[config.mk]
export PLATFORM = sky130hd
export DESIGN_NAME = pfr_ctrl
export DESIGN_NICKNAME = d
export VERILOG_FILES = /design/src/sv/pfr_pkg.sv /design/src/sv/pfr_ctrl.sv
export SDC_FILE = /design/constraint.sdc
export NUM_CORES = 1
export LEC_CHECK = 0
export BUFFER_PORTS_ARGS = -buffer_cell sky130_fd_sc_hd__buf_2
export CAP_MARGIN = 10
export CORE_AREA = 2 2 39 41
export CTS_CLUSTER_DIAMETER = 50
export DETAILED_ROUTE_END_ITERATION = 16
export DIE_AREA = 0 0 41 43
export GPL_TIMING_DRIVEN = 1
export HOLD_SLACK_MARGIN = 0.02
export REMOVE_ABC_BUFFERS = 1
export SYNTH_ARGS = -nofsm -noshare
export SYNTH_HDL_FRONTEND = slang
export SYNTH_SLANG_ARGS = --single-unit
[constraint.sdc]
create_clock -name clk -period 1.15 [get_ports clk]
set_input_delay 0.0575 -clock clk [delete_from_list [all_inputs] [get_ports clk]]
set_output_delay 0.0575 -clock clk [all_outputs]
set_load 0.1 [all_outputs]
[src/sv/pfr_pkg.sv]
package pfr_pkg;

    localparam int HALF_PHASES = 16;
    localparam int MAX_TAPS    = 21;
    localparam int CHANNELS    = 2;
    localparam int MAX_RESULTS = 8;
    localparam int PHASE_ROWS  = 2 * HALF_PHASES + 1;

    // Port field widths.
    localparam int SAMPLE_W   = 16;
    localparam int COEF_W     = 16;
    localparam int RATIO_W    = 20;
    localparam int ORDER_W    = 5;
    localparam int CH_W       = 1;
    localparam int PHASE_IN_W = 6;
    localparam int TAP_IN_W   = 5;
    localparam int CFG_IDX_W  = 1;
    localparam int CFG_W      = 20;

    // Output time, signed Q8.16.
    localparam int TIME_W = 24;
    localparam int FRAC_W = 16;
    localparam int TINT_W = TIME_W - FRAC_W;

    localparam int PH_W   = $clog2(PHASE_ROWS + HALF_PHASES);
    localparam int PHT_W  = FRAC_W + PH_W + 1;
    localparam int TAP_W  = $clog2(MAX_TAPS);
    localparam int FILL_W = $clog2(MAX_TAPS + 1);
    localparam int AGE_W  = TINT_W + TAP_W;
    localparam int N_W    = $clog2(MAX_RESULTS + 1);

    localparam int HRAM_DEPTH = CHANNELS * MAX_TAPS;
    localparam int HRAM_AW    = $clog2(HRAM_DEPTH);
    localparam int CRAM_DEPTH = PHASE_ROWS * MAX_TAPS;
    localparam int CRAM_AW    = $clog2(CRAM_DEPTH);

    localparam int PROD_W = SAMPLE_W + COEF_W;
    localparam int ACC_W  = PROD_W + $clog2(MAX_TAPS) + 1;

    localparam int ONE_Q16  = 1 << FRAC_W;
    localparam int TIME_MIN = -64 * ONE_Q16;
    localparam int Q_MAX    = (1 << (SAMPLE_W - 1)) - 1;
    localparam int Q_MIN    = -(1 << (SAMPLE_W - 1));

    localparam logic [RATIO_W-1:0] RATIO_RESET = RATIO_W'(65536);
    localparam logic [ORDER_W-1:0] ORDER_RESET = ORDER_W'(19);

    localparam logic [CFG_IDX_W-1:0] REG_RATIO = 1'b0;
    localparam logic [CFG_IDX_W-1:0] REG_ORDER = 1'b1;

    localparam logic MODE_SAMPLE = 1'b0;
    localparam logic MODE_COEF   = 1'b1;

    typedef struct packed {
        logic load;
        logic coef_wr;
        logic start;
        logic issue;
        logic advance;
        logic push;
        logic writeback;
    } pfr_cmd_t;

    typedef struct packed {
        logic due;
        logic tap_last;
        logic pipe_busy;
        logic out_free;
    } pfr_stat_t;

endpackage

[src/sv/pfr_ctrl.sv]
module pfr_ctrl (
    input  logic                        clk,
    input  logic                        rst_n,
    input  logic                        in_valid,
    output logic                        in_ready,
    input  logic                        mode,
    input  logic [pfr_pkg::CH_W-1:0]    channel,
    input  pfr_pkg::pfr_stat_t          stat,
    output pfr_pkg::pfr_cmd_t           cmd
);

    import pfr_pkg::*;

    localparam logic [2:0] S_IDLE  = 3'd0;
    localparam logic [2:0] S_CHECK = 3'd1;
    localparam logic [2:0] S_START = 3'd2;
    localparam logic [2:0] S_MAC   = 3'd3;
    localparam logic [2:0] S_DRAIN = 3'd4;
    localparam logic [2:0] S_ADV   = 3'd5;
    localparam logic [2:0] S_PUSH  = 3'd6;

    logic [2:0] state_reg;
    logic [2:0] state_next;

    always_comb
    begin
        state_next = state_reg;
        cmd        = '0;
        in_ready   = 1'b0;
        case (state_reg)
            S_IDLE:
            begin
                in_ready = 1'b1;
                if (in_valid)
                begin
                    if (mode == MODE_COEF)
                    begin
                        cmd.coef_wr = 1'b1;
                    end
                    else if (int'(channel) < CHANNELS)
                    begin
                        cmd.load   = 1'b1;
                        state_next = S_CHECK;
                    end
                end
            end
            S_CHECK:
            begin
                if (stat.due)
                begin
                    state_next = S_START;
                end
                else
                begin
                    cmd.writeback = 1'b1;
                    state_next    = S_IDLE;
                end
            end
            S_START:
            begin
                cmd.start  = 1'b1;
                state_next = S_MAC;
            end
            S_MAC:
            begin
                cmd.issue = 1'b1;
                if (stat.tap_last)
                begin
                    state_next = S_DRAIN;
                end
            end
            S_DRAIN:
            begin
                if (!stat.pipe_busy)
                begin
                    state_next = S_ADV;
                end
            end
            S_ADV:
            begin
                cmd.advance = 1'b1;
                state_next  = S_PUSH;
            end
            S_PUSH:
            begin
                if (stat.out_free)
                begin
                    cmd.push = 1'b1;
                    if (stat.due)
                    begin
                        state_next = S_START;
                    end
                    else
                    begin
                        cmd.writeback = 1'b1;
                        state_next    = S_IDLE;
                    end
                end
            end
            default:
            begin
                state_next = S_IDLE;
            end
        endcase
    end

    always_ff @(posedge clk or negedge rst_n)
    begin
        if (!rst_n)
        begin
            state_reg <= S_IDLE;
        end
        else
        begin
            state_reg <= state_next;
        end
    end

endmodule

==> flow_results.xml <==
<?xml version="1.0" encoding="UTF-8"?>
<metrics>
  <group name="timing">
    <metric name="fin_hold_ws" unit="ps">93.2</metric>
    <metric name="finalWorstPathRequiredPeriod" unit="ps">1540</metric>
    <metric name="finalHoldViolCount" unit="">0</metric>
    <metric name="finalClockSkew" unit="ps">1.86</metric>
    <metric name="achievable-frequency" unit="MHz">651</metric>
    <metric name="rsz0062_at_grt" unit="">true</metric>
    <metric name="postLayoutSetupSlackWorst" unit="ps">-386</metric>
    <metric name="finalMaxSlewViolations" unit="">0</metric>
    <metric name="tightestPinTransition" unit="ps">233</metric>
    <metric name="timing.final.crit_share" unit="%">134</metric>
    <metric name="timing.slew.headroom" unit="%">84.4</metric>
    <metric name="setup_viol" unit="">10</metric>
  </group>
  <group name="route">
    <metric name="dr.pass1.iters" unit="">4</metric>
    <metric name="post-route-drc-count" unit="">0</metric>
    <metric name="postRouteAntennaNets" unit="">0</metric>
    <metric name="avgRoutedWirePerCell" unit="um">11.9</metric>
    <metric name="routed_wirelength" unit="um">859</metric>
    <metric name="routed_via_density" unit="">4.58</metric>
    <metric name="drt_iter0_drc" unit="">2</metric>
    <metric name="vias" unit="">330</metric>
  </group>
  <group name="critical_path">
    <metric name="path_length_in_cells_of_the_critical_path" unit="">3</metric>
    <metric name="worst_path_max_fanout" unit="">2</metric>
    <metric name="path_cells" unit="">or4b_4 &gt; nor2_4 &gt; buf_12</metric>
    <metric name="worstReg2RegStart" unit="">state_reg[1]$_DFFE_PN0P_</metric>
    <metric name="minimum_setup_slack_among_reg_to_reg_paths" unit="ps">-300</metric>
    <metric name="timing.critical_path.from_type" unit="">flip-flop</metric>
    <metric name="endpoint_kind" unit="">output pin</metric>
    <metric name="critical_path.top_delay_family" unit="">simple AND/OR/NAND/NOR gates</metric>
    <metric name="worst_path_max_delay_cell" unit="">sky130_fd_sc_hd__or4b_4</metric>
    <metric name="cp.buffers_inverters" unit="">1</metric>
    <metric name="timing.critical_path.required" unit="ps">1090</metric>
    <metric name="ff2ff_path_depth" unit="">4</metric>
    <metric name="worstPathArrival" unit="ps">1480</metric>
    <metric name="r2r-end" unit="">state_reg[0]$_DFFE_PN0P_</metric>
    <metric name="critical_path_class" unit="">flip-flop to output pin</metric>
    <metric name="critical_path.max_stage_delay" unit="ps">570</metric>
  </group>
  <group name="global_route">
    <metric name="grt_max_degree" unit="">12</metric>
    <metric name="globalRoute.totalOverflow" unit="">0</metric>
    <metric name="grt_pass1_vias" unit="">314</metric>
    <metric name="first_pass_grt_wire_length" unit="um">1260</metric>
    <metric name="number_of_antenna_violations_at_the_first_check_in_global_routing" unit="">0</metric>
    <metric name="global_route.usage.total" unit="%">11.1</metric>
  </group>
  <group name="synthesis">
    <metric name="postSynthCellCount" unit="">26</metric>
    <metric name="synthesis.area_per_instance" unit="um^2">9.72</metric>
    <metric name="ys_warn_count" unit="">0</metric>
    <metric name="synth_top_family_by_area" unit="">simple AND/OR/NAND/NOR gates</metric>
    <metric name="post_synth_mux_area_share" unit="%">0</metric>
    <metric name="synth_fa_ha_area_share" unit="%">0</metric>
    <metric name="yosys.cell_types.count" unit="">20</metric>
    <metric name="synth_compound_gate_area_share" unit="%">25.2</metric>
    <metric name="postSynthRegisterBits" unit="">3</metric>
    <metric name="synthSimpleGateAreaFrac" unit="%">39.1</metric>
    <metric name="synth_sequential_area_ratio" unit="%">29.7</metric>
    <metric name="mappedNetlistArea" unit="um^2">253</metric>
    <metric name="synth_xor_xnor_area_share" unit="%">0</metric>
  </group>
  <group name="min_path">
    <metric name="worstHoldStart" unit="">stat[2]</metric>
    <metric name="min_path_cells" unit="">2</metric>
    <metric name="hp-class" unit="">input port to flip-flop</metric>
    <metric name="hold_end" unit="">state_reg[2]$_DFFE_PN0P_</metric>
  </group>
  <group name="finish">
    <metric name="final_nets" unit="">66</metric>
    <metric name="utilization" unit="%">48.3</metric>
    <metric name="mostFrequentLayoutCells" unit="">sky130_fd_sc_hd__buf_12, sky130_fd_sc_hd__buf_2, sky130_fd_sc_hd__buf_4</metric>
    <metric name="fin_area" unit="um^2">668</metric>
    <metric name="largest_register_ff_count" unit="">3</metric>
    <metric name="final.fill_count" unit="">136</metric>
    <metric name="drive_gt1_share" unit="%">73.2</metric>
    <metric name="synthToLayoutAreaGrowth" unit="%">164</metric>
    <metric name="antenna_cells_inserted" unit="">0</metric>
    <metric name="layout_commonest_cell" unit="">sky130_fd_sc_hd__buf_12</metric>
  </group>
  <group name="clock_network">
    <metric name="clock_latency" unit="ps">230</metric>
    <metric name="inserted_clock_buffers" unit="">3</metric>
    <metric name="clk_transition_reported_paths" unit="ps">30</metric>
    <metric name="clockBufferDepth" unit="">2</metric>
    <metric name="cts_htree_levels" unit="">1</metric>
    <metric name="tritoncts" unit="">built</metric>
    <metric name="root_buffer" unit="">sky130_fd_sc_hd__clkbuf_4</metric>
    <metric name="cts.sinks" unit="">3</metric>
  </group>
  <group name="floorplan">
    <metric name="fp.coreArea" unit="um^2">1380</metric>
    <metric name="die_area" unit="um^2">1760</metric>
    <metric name="ioPinCount" unit="">17</metric>
    <metric name="chipHeight" unit="um">43</metric>
    <metric name="die_x" unit="um">41</metric>
    <metric name="floorplan.initialDensity" unit="%">18.3</metric>
    <metric name="placementRows" unit="">14</metric>
  </group>
  <group name="power_and_ir_drop">
    <metric name="power.ir.vdd_worst" unit="mV">1.11</metric>
    <metric name="powerDensity" unit="nW/um^2">3320</metric>
    <metric name="leakagePower" unit="nW">0.295</metric>
  </group>
  <group name="job">
    <metric name="timing.max_cap.violations" unit="">0</metric>
  </group>
  <group name="placed_design">
    <metric name="dpl-instance-area" unit="um^2">505</metric>
    <metric name="detailedPlacementHpwl" unit="um">482</metric>
    <metric name="routabilityCongestion" unit="">0.672</metric>
    <metric name="port_buffers" unit="">15</metric>
    <metric name="preCtsSetupSlack" unit="ps">-193</metric>
  </group>
  <group name="run_status">
    <metric name="outcome" unit="">complete, but fails checks</metric>
    <metric name="failed_checks" unit="">negative setup slack</metric>
  </group>
</metrics>
-- per-stage QoR --
step,total power (W),instances,setup TNS [ps]
6_report,0.00222,72,-2530
5_1_grt,0.00232,72,-3020
4_1_cts,0.00205,69,-2220
3_5_place_dp,0.00169,61,-470
3_3_place_gp,0.00167,61,-406
2_1_floorplan,0.00103,23,-8460
-- repair_timing --
item                                    CTS  global route
hold buffers                              1             0
hold endpoints to repair                  3             0
endpoints found under the setup margin    9            11
setup buffers                             3             5
pin swaps                                 1             5
gates resized for setup                  12             8
-- synth_stat cells, drive strengths merged --
master	number	share of area (%)
buf	3	5.9
o211ai	1	3.0
nor3	1	2.0
nor2	2	3.0
and4b	1	4.0
o21ba	1	4.0
a22o	1	3.5
nor3b	1	3.0
and3	1	2.5
o221ai	1	5.9
and2	1	2.5
o21ai	1	2.0
o211a	1	4.0
and3b	2	6.9
dfrtp	3	30
o21a	1	3.0
or4b	2	9.4
nand2b	1	2.5
nand4b	1	3.5
-- per-layer routing --
| layer | wire length [um] | GRT usage (%) | vias up |
|---|---|---|---|
| met5 | 0 | 0 | - |
| met4 | 6 | 8.00 | 0 |
| met3 | 56 | 3.14 | 2 |
| met2 | 481 | 16.9 | 13 |
| met1 | 315 | 12.3 | 153 |
| li1 | - | - | 162 |
-- final cells by class --
| cell class | instances | area [um^2] | share of cell area, % |
|---|---|---|---|
| Clock buffer | 4 | 26.3 | 3.93 |
| Multi-Input combinational cell | 20 | 221 | 33.1 |
| Timing Repair Buffer | 29 | 325 | 48.7 |
| Sequential cell | 3 | 75.1 | 11.2 |
| Tap cell | 16 | 20.0 | 3.00 |
-- where the power goes --
part	internal [W]	switching [W]	leakage, nW	total (W)
combinational	0.000809	0.00104	0.243	0.00185
clock	0.000130	0.0000538	0.0150	0.000184
sequential	0.000156	0.0000286	0.0366	0.000184
total	0.00109	0.00112	0.295	0.00222
-- how the worst max path moves through the flow --
| stage | slack (ps) | start | endpoint |
|---|---|---|---|
| 2_1_floorplan | -2510 | state_reg[1]$_DFFE_PN0P_ | cmd[5] |
| 3_3_place_gp | -180 | state_reg[1]$_DFFE_PN0P_ | cmd[6] |
| 3_5_place_dp | -190 | state_reg[1]$_DFFE_PN0P_ | cmd[6] |
| 4_1_cts | -360 | state_reg[1]$_DFFE_PN0P_ | cmd[6] |
| 5_1_grt | -420 | state_reg[1]$_DFFE_PN0P_ | cmd[6] |
| 6_report | -390 | state_reg[1]$_DFFE_PN0P_ | cmd[6] |
-- cells by family after synthesis --
logic type	count (synthesis)
and+or+nand+nor	13
buffers and inverters	3
DFF	3
AOI/OAI and AO/OA	7
Note: power is estimated with default switching activity, not from simulation.
